## src/hw/rtl/sshlc_pkg.sv

```systemverilog
// Package for the shutter switch hold/lock controller.
// Holds position, action and command codes, register indexes and the frame builder.
// No dependencies.
`timescale 1ns / 1ps

package sshlc_pkg;

   // configuration register file
   localparam int CFG_W            = 32;
   localparam logic [CFG_W-1:0] HOLD_DELAY_RST = 32'd2000;
   localparam logic [CFG_W-1:0] RUN_DELAY_RST  = 32'd60000;

   typedef enum logic [0:0] {
      REG_HOLD_DELAY = 1'b0,
      REG_RUN_DELAY  = 1'b1
   } reg_index_type;

   // request kinds
   typedef enum logic [0:0] {
      REQ_SAMPLE = 1'b0,
      REQ_CLEAR  = 1'b1
   } req_kind_type;

   // switch positions
   typedef enum logic [1:0] {
      POS_LOCKED  = 2'd0,
      POS_UP      = 2'd1,
      POS_DOWN    = 2'd2,
      POS_NEUTRAL = 2'd3
   } position_type;

   // result actions
   typedef enum logic [1:0] {
      ACT_BEEP = 2'd0,
      ACT_OFF  = 2'd1,
      ACT_UP   = 2'd2,
      ACT_DOWN = 2'd3
   } action_type;

   // bus target units
   localparam logic UNIT_SHUTTER = 1'b0;
   localparam logic UNIT_PANEL   = 1'b1;

   // bus commands
   localparam logic [2:0] CMD_BEEP = 3'h1;
   localparam logic [2:0] CMD_OFF  = 3'h1;
   localparam logic [2:0] CMD_UP   = 3'h2;
   localparam logic [2:0] CMD_DOWN = 3'h3;
   localparam logic [3:0] DATA_BEEP = 4'h1;

   // fixed field widths
   localparam int IDX_W = 3;
   localparam int POS_W = 2;
   localparam int NOW_W = 32;

   // bus byte: even-parity bit in bit 7, command in 6..4, data in 3..0
   function automatic logic [7:0] make_frame(input logic [2:0] cmd, input logic [3:0] data);
      logic [6:0] body;
      body = {cmd, data};
      return {^body, body};
   endfunction

endpackage

```

## src/hw/rtl/sshlc_ram.sv

```systemverilog
// Generic single-write, single-read RAM with a registered read port.
// No dependencies.
`timescale 1ns / 1ps

module sshlc_ram #(
   parameter int WIDTH = 8,
   parameter int DEPTH = 4
) (
   input  logic                                   clock,
   input  logic                                   wr_en,
   input  logic [(DEPTH > 1 ? $clog2(DEPTH) : 1)-1:0] wr_addr,
   input  logic [WIDTH-1:0]                       wr_data,
   input  logic                                   rd_en,
   input  logic [(DEPTH > 1 ? $clog2(DEPTH) : 1)-1:0] rd_addr,
   output logic [WIDTH-1:0]                       rd_data
);

   logic [WIDTH-1:0] mem_ff [DEPTH];
   logic [WIDTH-1:0] rd_data_ff;

   // write port
   always_ff @(posedge clock) begin
      if (wr_en) begin
         mem_ff[wr_addr] <= wr_data;
      end
   end

   // registered read, old data on a same-address collision
   always_ff @(posedge clock) begin
      if (rd_en) begin
         rd_data_ff <= mem_ff[rd_addr];
      end
   end

   assign rd_data = rd_data_ff;

endmodule

```

## src/hw/rtl/shutter_switch_hold_lock_controller_unit.sv

```systemverilog
// Top level of the shutter switch hold/lock controller.
// Depends on sshlc_pkg and sshlc_ram (per-switch position and change time).
`timescale 1ns / 1ps

// Usage
//   req_*  : one word per event. tuser 0 is a switch sample (index, position,
//            millisecond time), tuser 1 clears every switch to neutral at that time.
//   rsp_*  : at most one word per sample: action, target unit and the bus byte.
//   csr_*  : register writes, index 0 hold delay, index 1 run delay; always ready.
// Timing
//   One word accepted per cycle while the response channel is not stalled. A
//   word is accepted into stage 1 as its switch entry is read from the state
//   RAM, the decision is made and written back, and the result lands in the
//   output register, which drives rsp_tvalid. A write to a switch is
//   forwarded to a following word for the same switch, so consecutive
//   samples of one switch run at full rate.
//   The single RAM write port takes at most one update per cycle.
// Reset
//   All switches read as neutral with change time zero (per-entry valid bits;
//   an entry not yet written reads as neutral at the last clear time). Delays
//   return to 2000 ms and 60000 ms. No clearing pass is needed.
// Stall
//   While rsp_tready is low with a word held, the decision stage holds and
//   req_tready drops once that stage is occupied; nothing is lost.
module shutter_switch_hold_lock_controller_unit
   import sshlc_pkg::*;
#(
   parameter int NUM_SWITCHES = 4,
   parameter int TIME_BITS    = 32
) (
   input  logic              clock,
   input  logic              reset,
   // request channel
   input  logic              req_tvalid,
   output logic              req_tready,
   input  logic [39:0]       req_tdata,   // switch_index[2:0], switch_position[4:3],
                                          // now_ms[36:5], zero pad [39:37]
   input  logic              req_tuser,   // req_type
   // response channel
   output logic              rsp_tvalid,
   input  logic              rsp_tready,
   output logic [15:0]       rsp_tdata,   // action[1:0], target_unit[2],
                                          // frame_byte[10:3], zero pad [15:11]
   // register write channel
   input  logic              csr_valid,
   output logic              csr_ready,
   input  logic              csr_index,
   input  logic [CFG_W-1:0]  csr_data
);

   localparam int ADDR_W = (NUM_SWITCHES > 1) ? $clog2(NUM_SWITCHES) : 1;
   localparam int ENT_W  = POS_W + TIME_BITS;
   localparam int CMP_W  = (TIME_BITS > CFG_W) ? TIME_BITS : CFG_W;

   // registers
   logic [CFG_W-1:0] hold_delay_ff;
   logic [CFG_W-1:0] run_delay_ff;

   // stage 1 (entry read, decision)
   logic                 s1_valid_ff;
   logic                 s1_clear_ff;
   logic                 s1_in_range_ff;
   logic [ADDR_W-1:0]    s1_addr_ff;
   logic [IDX_W-1:0]     s1_idx_m1_ff;
   logic [POS_W-1:0]     s1_pos_ff;
   logic [TIME_BITS-1:0] s1_now_ff;
   logic                 s1_hit_ff;

   // switch state around the RAM
   logic [NUM_SWITCHES-1:0] entry_valid_ff;
   logic [TIME_BITS-1:0]    clear_time_ff;
   logic [ENT_W-1:0]        fwd_data_ff;

   // output register
   logic        rsp_valid_ff;
   logic [1:0]  rsp_action_ff;
   logic        rsp_unit_ff;
   logic [7:0]  rsp_frame_ff;

   logic                 req_accept;
   logic                 advance;
   logic [IDX_W-1:0]     in_idx;
   logic [POS_W-1:0]     in_pos;
   logic [IDX_W-1:0]     in_idx_m1;
   logic [ADDR_W-1:0]    in_addr;
   logic                 in_range;

   logic                 wr_en;
   logic [ENT_W-1:0]     wr_data;
   logic [ENT_W-1:0]     rd_data;
   logic [ENT_W-1:0]     cur_entry;
   logic [POS_W-1:0]     old_pos;
   logic [TIME_BITS-1:0] old_time;
   logic [TIME_BITS-1:0] delta;
   logic                 held;
   logic                 in_run;
   logic                 do_write;
   logic [POS_W-1:0]     new_pos;
   logic                 has_result;
   logic [1:0]           res_action;
   logic                 res_unit;
   logic [7:0]           res_frame;

   // handshakes
   assign advance    = !rsp_valid_ff || rsp_tready;
   assign req_tready = !s1_valid_ff || advance;
   assign req_accept = req_tvalid && req_tready;
   assign csr_ready  = 1'b1;

   // input decode
   assign in_idx    = req_tdata[IDX_W-1:0];
   assign in_pos    = req_tdata[IDX_W+POS_W-1:IDX_W];
   assign in_idx_m1 = in_idx - IDX_W'(1);
   assign in_addr   = ADDR_W'(in_idx_m1);
   assign in_range  = (in_idx != '0) && ({29'd0, in_idx} <= NUM_SWITCHES);

   // register writes
   always_ff @(posedge clock) begin
      if (reset) begin
         hold_delay_ff <= HOLD_DELAY_RST;
         run_delay_ff  <= RUN_DELAY_RST;
      end else if (csr_valid && csr_ready) begin
         unique case (reg_index_type'(csr_index))
            REG_HOLD_DELAY: hold_delay_ff <= csr_data;
            REG_RUN_DELAY:  run_delay_ff  <= csr_data;
            default: ;
         endcase
      end
   end

   // state RAM: {position, last change time} per switch
   sshlc_ram #(
      .WIDTH (ENT_W),
      .DEPTH (NUM_SWITCHES)
   ) u_state_ram (
      .clock   (clock),
      .wr_en   (wr_en),
      .wr_addr (s1_addr_ff),
      .wr_data (wr_data),
      .rd_en   (req_accept),
      .rd_addr (in_addr),
      .rd_data (rd_data)
   );

   // stage 1 capture
   always_ff @(posedge clock) begin
      if (reset) begin
         s1_valid_ff <= 1'b0;
      end else if (req_accept) begin
         s1_valid_ff <= 1'b1;
      end else if (advance) begin
         s1_valid_ff <= 1'b0;
      end
   end

   always_ff @(posedge clock) begin
      if (req_accept) begin
         s1_clear_ff    <= (req_kind_type'(req_tuser) == REQ_CLEAR);
         s1_in_range_ff <= in_range;
         s1_addr_ff     <= in_addr;
         s1_idx_m1_ff   <= in_idx_m1;
         s1_pos_ff      <= in_pos;
         s1_now_ff      <= TIME_BITS'(req_tdata[IDX_W+POS_W+NOW_W-1:IDX_W+POS_W]);
         // the write landing at this edge is missed by the RAM read
         s1_hit_ff      <= wr_en && (s1_addr_ff == in_addr);
      end
   end

   // entry view: never written since clear reads neutral at clear time
   always_comb begin
      if (!entry_valid_ff[s1_addr_ff]) begin
         cur_entry = {POS_NEUTRAL, clear_time_ff};
      end else if (s1_hit_ff) begin
         cur_entry = fwd_data_ff;
      end else begin
         cur_entry = rd_data;
      end
   end

   assign old_pos  = cur_entry[ENT_W-1:TIME_BITS];
   assign old_time = cur_entry[TIME_BITS-1:0];
   assign delta    = s1_now_ff - old_time;
   assign held     = CMP_W'(delta) > CMP_W'(hold_delay_ff);
   assign in_run   = CMP_W'(delta) < CMP_W'(run_delay_ff);

   // decision
   always_comb begin
      do_write   = 1'b0;
      new_pos    = s1_pos_ff;
      has_result = 1'b0;
      res_action = ACT_OFF;
      res_unit   = UNIT_SHUTTER;
      res_frame  = make_frame(CMD_OFF, {1'b0, s1_idx_m1_ff});
      if (in_run && (s1_pos_ff == POS_NEUTRAL) && held) begin
         // neutral after hold inside run window: ignored
      end else if (in_run && (s1_pos_ff != POS_NEUTRAL) && (old_pos == s1_pos_ff) && held) begin
         has_result = 1'b1;
         res_action = ACT_BEEP;
         res_unit   = UNIT_PANEL;
         res_frame  = make_frame(CMD_BEEP, DATA_BEEP);
      end else if (old_pos != s1_pos_ff) begin
         do_write = 1'b1;
         if (old_pos != POS_LOCKED) begin
            if (held) begin
               new_pos    = POS_NEUTRAL;
               has_result = 1'b1;
            end else begin
               case (position_type'(s1_pos_ff))
                  POS_NEUTRAL: has_result = 1'b1;
                  POS_UP: begin
                     has_result = 1'b1;
                     res_action = ACT_UP;
                     res_frame  = make_frame(CMD_UP, {1'b0, s1_idx_m1_ff});
                  end
                  POS_DOWN: begin
                     has_result = 1'b1;
                     res_action = ACT_DOWN;
                     res_frame  = make_frame(CMD_DOWN, {1'b0, s1_idx_m1_ff});
                  end
                  default: has_result = 1'b0;
               endcase
            end
         end
      end
   end

   // write back only when the stage completes
   assign wr_en   = s1_valid_ff && advance && !s1_clear_ff && s1_in_range_ff && do_write;
   assign wr_data = {new_pos, s1_now_ff};

   // valid bits, clear time and forwarding copy
   always_ff @(posedge clock) begin
      if (reset) begin
         entry_valid_ff <= '0;
         clear_time_ff  <= '0;
      end else if (s1_valid_ff && advance && s1_clear_ff) begin
         entry_valid_ff <= '0;
         clear_time_ff  <= s1_now_ff;
      end else if (wr_en) begin
         entry_valid_ff[s1_addr_ff] <= 1'b1;
      end
   end

   always_ff @(posedge clock) begin
      if (wr_en) begin
         fwd_data_ff <= wr_data;
      end
   end

   // output register
   always_ff @(posedge clock) begin
      if (reset) begin
         rsp_valid_ff <= 1'b0;
      end else if (advance) begin
         rsp_valid_ff <= s1_valid_ff && !s1_clear_ff && s1_in_range_ff && has_result;
      end
   end

   always_ff @(posedge clock) begin
      if (advance) begin
         rsp_action_ff <= res_action;
         rsp_unit_ff   <= res_unit;
         rsp_frame_ff  <= res_frame;
      end
   end

   assign rsp_tvalid = rsp_valid_ff;
   assign rsp_tdata  = {5'd0, rsp_frame_ff, rsp_unit_ff, rsp_action_ff};

   // checks
   a_wr_only_on_advance: assert property (@(posedge clock) disable iff (reset)
      wr_en |-> (s1_valid_ff && advance))
      else $error("state write while decision stage stalled");

   a_clear_drops_valid: assert property (@(posedge clock) disable iff (reset)
      (s1_valid_ff && advance && s1_clear_ff) |=> (entry_valid_ff == '0))
      else $error("clear left switch entries valid");

   a_accept_fills_stage: assert property (@(posedge clock) disable iff (reset)
      req_accept |=> s1_valid_ff)
      else $error("accepted word lost before decision stage");

   a_frame_parity: assert property (@(posedge clock) disable iff (reset)
      rsp_valid_ff |-> (^rsp_frame_ff == 1'b0))
      else $error("bus byte parity flag wrong");

   a_beep_to_panel: assert property (@(posedge clock) disable iff (reset)
      (rsp_valid_ff && (rsp_action_ff == ACT_BEEP)) |-> (rsp_unit_ff == UNIT_PANEL))
      else $error("lock beep not sent to panel unit");

endmodule
```

## config.mk

```make
export PLATFORM = sky130hd
export DESIGN_NAME = shutter_switch_hold_lock_controller_unit
export DESIGN_NICKNAME = d
export VERILOG_FILES = /design/src/hw/rtl/sshlc_pkg.sv /design/src/hw/rtl/sshlc_ram.sv /design/src/hw/rtl/shutter_switch_hold_lock_controller_unit.sv
export SDC_FILE = /design/constraint.sdc
export NUM_CORES = 1
export LEC_CHECK = 0
export BUFFER_PORTS_ARGS = -buffer_cell sky130_fd_sc_hd__buf_4
export CORE_AREA = 2 2 166 168
export CTS_CLUSTER_SIZE = 25
export DETAILED_ROUTE_END_ITERATION = 7
export DIE_AREA = 0 0 168 170
export HOLD_SLACK_MARGIN = 0.06
export PLACE_DENSITY = 0.77
export SLEW_MARGIN = 10
export SYNTH_ARGS = -nofsm -noshare
export SYNTH_HDL_FRONTEND = slang
export SYNTH_HIERARCHICAL = 1
export SYNTH_SLANG_ARGS = --single-unit
```

## constraint.sdc

```tcl
create_clock -name clock -period 12.8 [get_ports clock]
set_input_delay 1.92 -clock clock [delete_from_list [all_inputs] [get_ports clock]]
set_output_delay 1.92 -clock clock [all_outputs]
set_load 0.005 [all_outputs]
```

# Word level (Yosys, flattened, before mapping)
# Memory sizes are Yosys's and may differ from the RTL's. A register that Yosys moved wholly into a read port is not among the register bits.
# Index checks and enable logic that the tools add are counted.
op_classes:
  add_sub_neg: 2
  n_lt_le_gt_ge: 5
  n_eq_ne: 7
  n_mux: 36
  bitwise: 4
  reduce_logical: 32
ops:
  columns: ["operator", "n"]
  rows:
  - ["2-to-1 mux 34 bit", 2]
  - ["2-to-1 mux 8 bit", 5]
  - ["> comparator 32 bit", 1]
  - ["less-than comparator 32 bit", 1]
  - ["subtractor 32 bit", 1]
  - ["2-to-1 mux 1 bit", 20]
  - ["logical AND 1 bit", 17]
  - ["case mux 8 bit (2 select lines)", 1]
  - ["XOR reduction 7 bit", 2]
  - ["2-to-1 mux 2 bit", 5]
  - ["OR reduction 5 bit", 1]
  - ["equality test 2 bit", 2]
  - ["equality test 2 bit (second input constant)", 2]
  - ["bitwise OR 4 bit", 1]
  - ["case mux 2 bit (2 select lines)", 1]
  - ["AND reduction 2 bit", 2]
  - ["nonzero test 2 bit", 2]
  - ["less-or-equal comparator 3 bit (second input constant)", 1]
  - ["zero test 1 bit", 3]
  - ["less-than comparator 2 x 3 -> 1 bit (second input constant)", 1]
  - ["inverter 1 bit", 3]
  - ["nonzero test 3 bit", 1]
  - ["OR reduction 3 bit", 1]
  - ["subtractor 3 x 1 -> 3 bit (second input constant)", 1]
  - ["8 further kinds", 9]
totals:
  register_bits: 189
  ramBits: 136
  out_inout_bits: 19
  memories: 1
mem_list:
  columns: ["memory", "words", "word_bits", "rd", "rd_clocked_by_memory_dff", "wr", "line_no", "rtl"]
  rows:
  - ["u_state_ram.mem_ff", 4, 34, 1, 1, 1, "sshlc_ram.sv:18", "logic [WIDTH-1:0] mem_ff [DEPTH];"]

# Longest topological paths before layout
logic_depth:
  ltp_word: 13
  ltp_mapped: 25

# Modules after synthesis
# The synthesis kept the hierarchy.
modules_own_cells:
  columns: ["module", "instances", "cells_each", "area_each_um2", "seq_area_each_um2"]
  rows:
  - ["shutter_switch_hold_lock_controller_unit", 1, 1103, 10183.5, 4504.3]
  - ["sshlc_ram", 1, 216, 6007.0, 5104.9]

# Worst setup path after synthesis
# OpenSTA, ideal clock, no wires.
synth_timing:
  path_type: "flip-flop to flip-flop"
  start: "register s1_addr_ff[0]"
  end: "memory u_state_ram/mem_ff[0][0] (netlist bit) (enable)"
  setup_time_ps: 475
  arrival_ps: 9096
  slack_ps: 3229
  path_stages_with_launch: 23
  n_path_buf: 2
  synth_period_minus_slack_ps: 9571
  cell_sequence: "edfxtp_1 mux4_2 clkbuf_1 clkbuf_1 nand2_1 o21ai_0 fa_1 a21o_1 a221oi_2 o211ai_2 a41o_4 a311o_1 a21oi_2 o21ai_1 xor2_1 ha_1 nand4_1 or4_1 nor2_1 nand3_1 and2_1 a31oi_2 nor3b_1"
synth_via:
  elab_chain_len: 13
synth_lines:
  columns: ["item", "line_no", "rtl"]
  rows:
  - ["start: declaration", "shutter_switch_hold_lock_controller_unit.sv:63", "logic [ADDR_W-1:0] s1_addr_ff;"]
  - ["start signal: assignment", "shutter_switch_hold_lock_controller_unit.sv:160", "s1_addr_ff <= in_addr;"]
  - ["binary-select mux 1 bit (select 2 bit) (*)", "shutter_switch_hold_lock_controller_unit.sv:171", "if (!entry_valid_ff[s1_addr_ff]) begin"]
  - ["2-to-1 mux 1 bit (implied by the code) (*)", "shutter_switch_hold_lock_controller_unit.sv:171", null]
  - ["2-to-1 mux 34 bit (*)", "shutter_switch_hold_lock_controller_unit.sv:171", null]
  - ["subtractor 32 bit", "shutter_switch_hold_lock_controller_unit.sv:182", "assign delta = s1_now_ff - old_time;"]
  - ["less-than comparator 32 bit", "shutter_switch_hold_lock_controller_unit.sv:184", "assign in_run = CMP_W'(delta) < CMP_W'(run_delay_ff);"]
  - ["logical AND 1 bit (3 in a row)", "shutter_switch_hold_lock_controller_unit.sv:196", "end else if (in_run && (s1_pos_ff != POS_NEUTRAL) && (old_pos == s1_pos_ff) && held) begin"]
  - ["2-to-1 mux 1 bit", "shutter_switch_hold_lock_controller_unit.sv:196", null]
  - ["2-to-1 mux 1 bit (*)", "shutter_switch_hold_lock_controller_unit.sv:194", "if (in_run && (s1_pos_ff == POS_NEUTRAL) && held) begin"]
  - ["logical AND 1 bit (*)", "shutter_switch_hold_lock_controller_unit.sv:228", "assign wr_en = s1_valid_ff && advance && !s1_clear_ff && s1_in_range_ff && do_write;"]
  - ["via wr_en", "shutter_switch_hold_lock_controller_unit.sv:88", "logic wr_en;"]
  - ["2-to-1 mux 1 bit (*)", "sshlc_ram.sv:23", "if (wr_en) begin"]
  - ["2-to-1 mux 1 bit (implied by the code) (*)", "sshlc_ram.sv:24", "mem_ff[wr_addr] <= wr_data;"]
  - ["end: declaration", "sshlc_ram.sv:18", null]
# Mark *: on every way through the listed nets, which the timed path passes. The rest lies on a longest branch. The select of a mux whose other input is x is not followed.

# Worst setup path in the final report
layout_timing:
  start: "register s1_addr_ff[0]"
  end: "memory u_state_ram/mem_ff[2][29] (netlist bit) (enable)"
# Same word-level chain as after synthesis.

==> out/summary.txt <==
Hold_sp: clear_time_ff[30]
Top-count cell post-synth: edfxtp_1
Yosys top cell by area: edfxtp_1
CP most frequent cell: buf_4
Global-route wire length before repair: 54,450 um
Maximum vdd drop: 119.1 uV
DRT antenna net count: 0
Worst R2R Setup Slack: 4.16 ns
Post-synthesis async set-or-reset flop share: 0
Die Width: 168 um
Syn avg cell area: 12.27 um^2
Power per cell area: 146.4 nW/um^2
Via/cell ratio: 5.854
Final-report max-slew violation count: 0
Core area: 26,650 um^2
Relative max-transition margin: 0.2597
I/O pin total: 98
Worst min-delay path class: register to register
Synth cell count leaders: 252 x edfxtp_1, 237 x nand2_1, 132 x a21oi_1
Fmax: 115.7 MHz
Post-Synthesis Cells: 1,319
Clk Latency, worst-skew pair: 0.54 ns
Post-CTS setup buffers: 0
Crit path launch type: register
Die Ht: 170 um
Vias in the first global route: 10.35k
Largest delay share family, worst path: simple AND/OR/NAND/NOR gates
R2r worst-path depth: 25
Clk pwr share: 0.385
Mapped Area: 16,190 um^2
Cell area after layout: 18,230 um^2
Gr ovfl total: 0
Mean routed wirelength per cell: 19.44 um
# diodes: 0
Reg power frac: 0.486
Slowest CP cell: and3b_1
Reg2Reg Capture Point: u_state_ram/mem_ff[2][29]
Initial core utilization: 0.6075
Status: completed
Period utilization: 0.6750
FP Rows: 60
DP HPWL: 21,870 um
Worst Max-Slew Pin Slew: 1.110 ns
Routed Wire Length: 34,380 um
All-Layer GR Usage: 0.2445
Register bit total from synthesis: 354
Yosys warnings: 6
Slowest stage delay, CP: 0.85 ns
TNS Setup: 0 ns
Layout area overhead: 12.58%
Net Sw Frac: 0.2453
Crit path buf inv count: 4
NetSw: 0.6546 mW
Final GP Congestion: 0.9021
EDFF count, synth: 252
Root Driver: clkbuf_16
Share of cells above drive strength 1: 0.1394
Cell-internal power: 2.014 mW
Hold Fails Final Rpt: 0
Drt first pass iters: 5
CTS tree: done
# clock sinks: 354
Buffer depth of the longest clock path: 3
Initial antenna violation count: 0
Max cap viols: 0
Synth area leaders: edfxtp_1 47%, dfxtp_1 13%, ha_1 8.0%, nand2_1 5.5%, mux4_2 4.3%
Via count: 10.36k
Worst Path Max Fanout: 67
Post-synthesis cell type count: 74
CTS Hold Bufs: 0
Number of cells on the worst hold path: 2
Pin count of the biggest net entering global routing: 88
Die ar.: 28,560 um^2
Area post-placement: 17,060 um^2
Final min period: 8.640 ns
Static Leak: 6.690 nW
WHS Endpoint: clear_time_ff[30]
Critical path type: register to register
Required @ worst endpoint: 12.98 ns
Drt drc: 0
Worst Skew: 0.02652 ns
Dpl ws: 4.245 ns
Gate power share: 0.129
Clock Pin Slew Worst Setup and Hold Paths: 0.06 ns
Htree depth: 2
Post-synthesis sequential area ratio: 0.5935
Worst r2r src: s1_addr_ff[0]
RSZ-0062 raised after global routing: no
Initial DRC count: 773
Main synth FF type: edfxtp_1
Critical path endpoint category: register
Setup slack after layout: 4.160 ns
Num CTS Buffers: 37
Post-CTS resize count: 0
Nets: 1,583
Crit path DAT: 8.82 ns
Port Buffers: 86
Final setup fails: 0
Post-synth top area share: 0.4674
[kinds of logic after synthesis]
| family | synth area share |
|---|---|
| AO/OA/AOI/OAI | 0.1077 |
| XOR/XNOR | 0.01893 |
| adder cells (fa/ha/maj) | 0.08161 |
| buffers and inverters | 0.03856 |
| flip-flops | 0.5935 |
| multiplexers | 0.07063 |
| other | 0.0004639 |
| AND/OR/NAND/NOR | 0.08856 |
[layout make-up]
cell class | instances | area (um^2)
Clock inverter | 16 | 155.1
Tap cell | 341 | 426.7
Inverter | 78 | 292.8
Clock buffer | 52 | 1012
Sequential cell | 354 | 9609
Timing Repair Buffer | 97 | 728.2
Multi-Input combinational cell | 831 | 6003
Fill cell | 1906 | 8423
[sequential cells by signal, summed over array words and instances (netlist names), 2 cells and up]
register / count
s1_now_ff: 32
clear_time_ff: 32
hold_delay_ff: 32
run_delay_ff: 32
s1_pos_ff: 2
s1_idx_m1_ff: 2
entry_valid_ff: 4
rsp_frame_ff: 6
u_state_ram/rd_data: 34
fwd_data_ff: 34
u_state_ram/mem_ff: 136
[per-layer routing]
layer,share of wire,track usage,vias up,wire length [um]
met3,0.058,0.03558,69,2011
met2,0.50,0.4348,312,17360
met5,0,0,-,0
li1,-,-,4941,-
met1,0.41,0.3111,5033,14160
met4,0.025,0.07788,0,850
[layout by cell type, fill, tap and decap left out, types with 8 or more instances in the layout]
cell type,n
ha_1,104
mux2i_1,34
clkbuf_16,37
nor2_1,28
dfxtp_1,102
nand2_1,237
a21o_1,25
clkbuf_1,12
edfxtp_1,252
o211ai_1,17
o21ai_0,45
nor2b_1,8
inv_1,75
conb_1,8
and3_1,9
mux4_2,31
xnor2_1,21
xor2_1,14
a21oi_1,132
nand4_1,13
buf_4,97
[worst max path at each step]
stage | from | endpoint | slack [ns] | depth (start not counted)
2_1_floorplan | s1_addr_ff[0] | u_state_ram/mem_ff[0][0] | 3.23 | 22
3_3_place_gp | s1_addr_ff[0] | u_state_ram/mem_ff[2][11] | 4.39 | 25
3_5_place_dp | s1_addr_ff[0] | u_state_ram/mem_ff[2][11] | 4.24 | 25
4_1_cts | s1_addr_ff[0] | u_state_ram/mem_ff[2][24] | 4.20 | 25
5_1_grt | s1_addr_ff[0] | u_state_ram/mem_ff[2][29] | 3.69 | 25
6_report | s1_addr_ff[0] | u_state_ram/mem_ff[2][29] | 4.16 | 25
[worst register-to-register path: cells and delay by family (launching register included)]
family / cells / cell delay [ns]
AO/OA/AOI/OAI: 9 / 2.11
XOR/XNOR: 1 / 0.20
adder cells (fa/ha/maj): 3 / 0.92
buffers and inverters: 4 / 1.60
flip-flops: 1 / 0.58
multiplexers: 1 / 0.41
AND/OR/NAND/NOR: 7 / 2.49
[power by group through the flow]
stage / registers [mW] / clock network [mW] / logic, mW
3_3_place_gp: 1.32 / 0 / 0.331
4_1_cts: 1.30 / 1.05 / 0.345
2_1_floorplan: 1.31 / 0 / 0.243
3_5_place_dp: 1.32 / 0 / 0.341
6_report: 1.30 / 1.03 / 0.344
5_1_grt: 1.30 / 1.09 / 0.385
[metrics by stage]
stage                     power, mW  hold WS (ns)  std cells  utilization
final                         2.669        0.4499       1769       0.6839
after global routing          2.776        0.4630       1769       0.6839
after CTS                     2.688        0.4513       1769       0.6839
after detailed placement      1.662        0.4435       1701       0.6401
after global placement        1.649        0.4382       1701       0.6401
after floorplan               1.554        0.4332       1325            -
No activity file was read; power rests on OpenSTA's default activity.
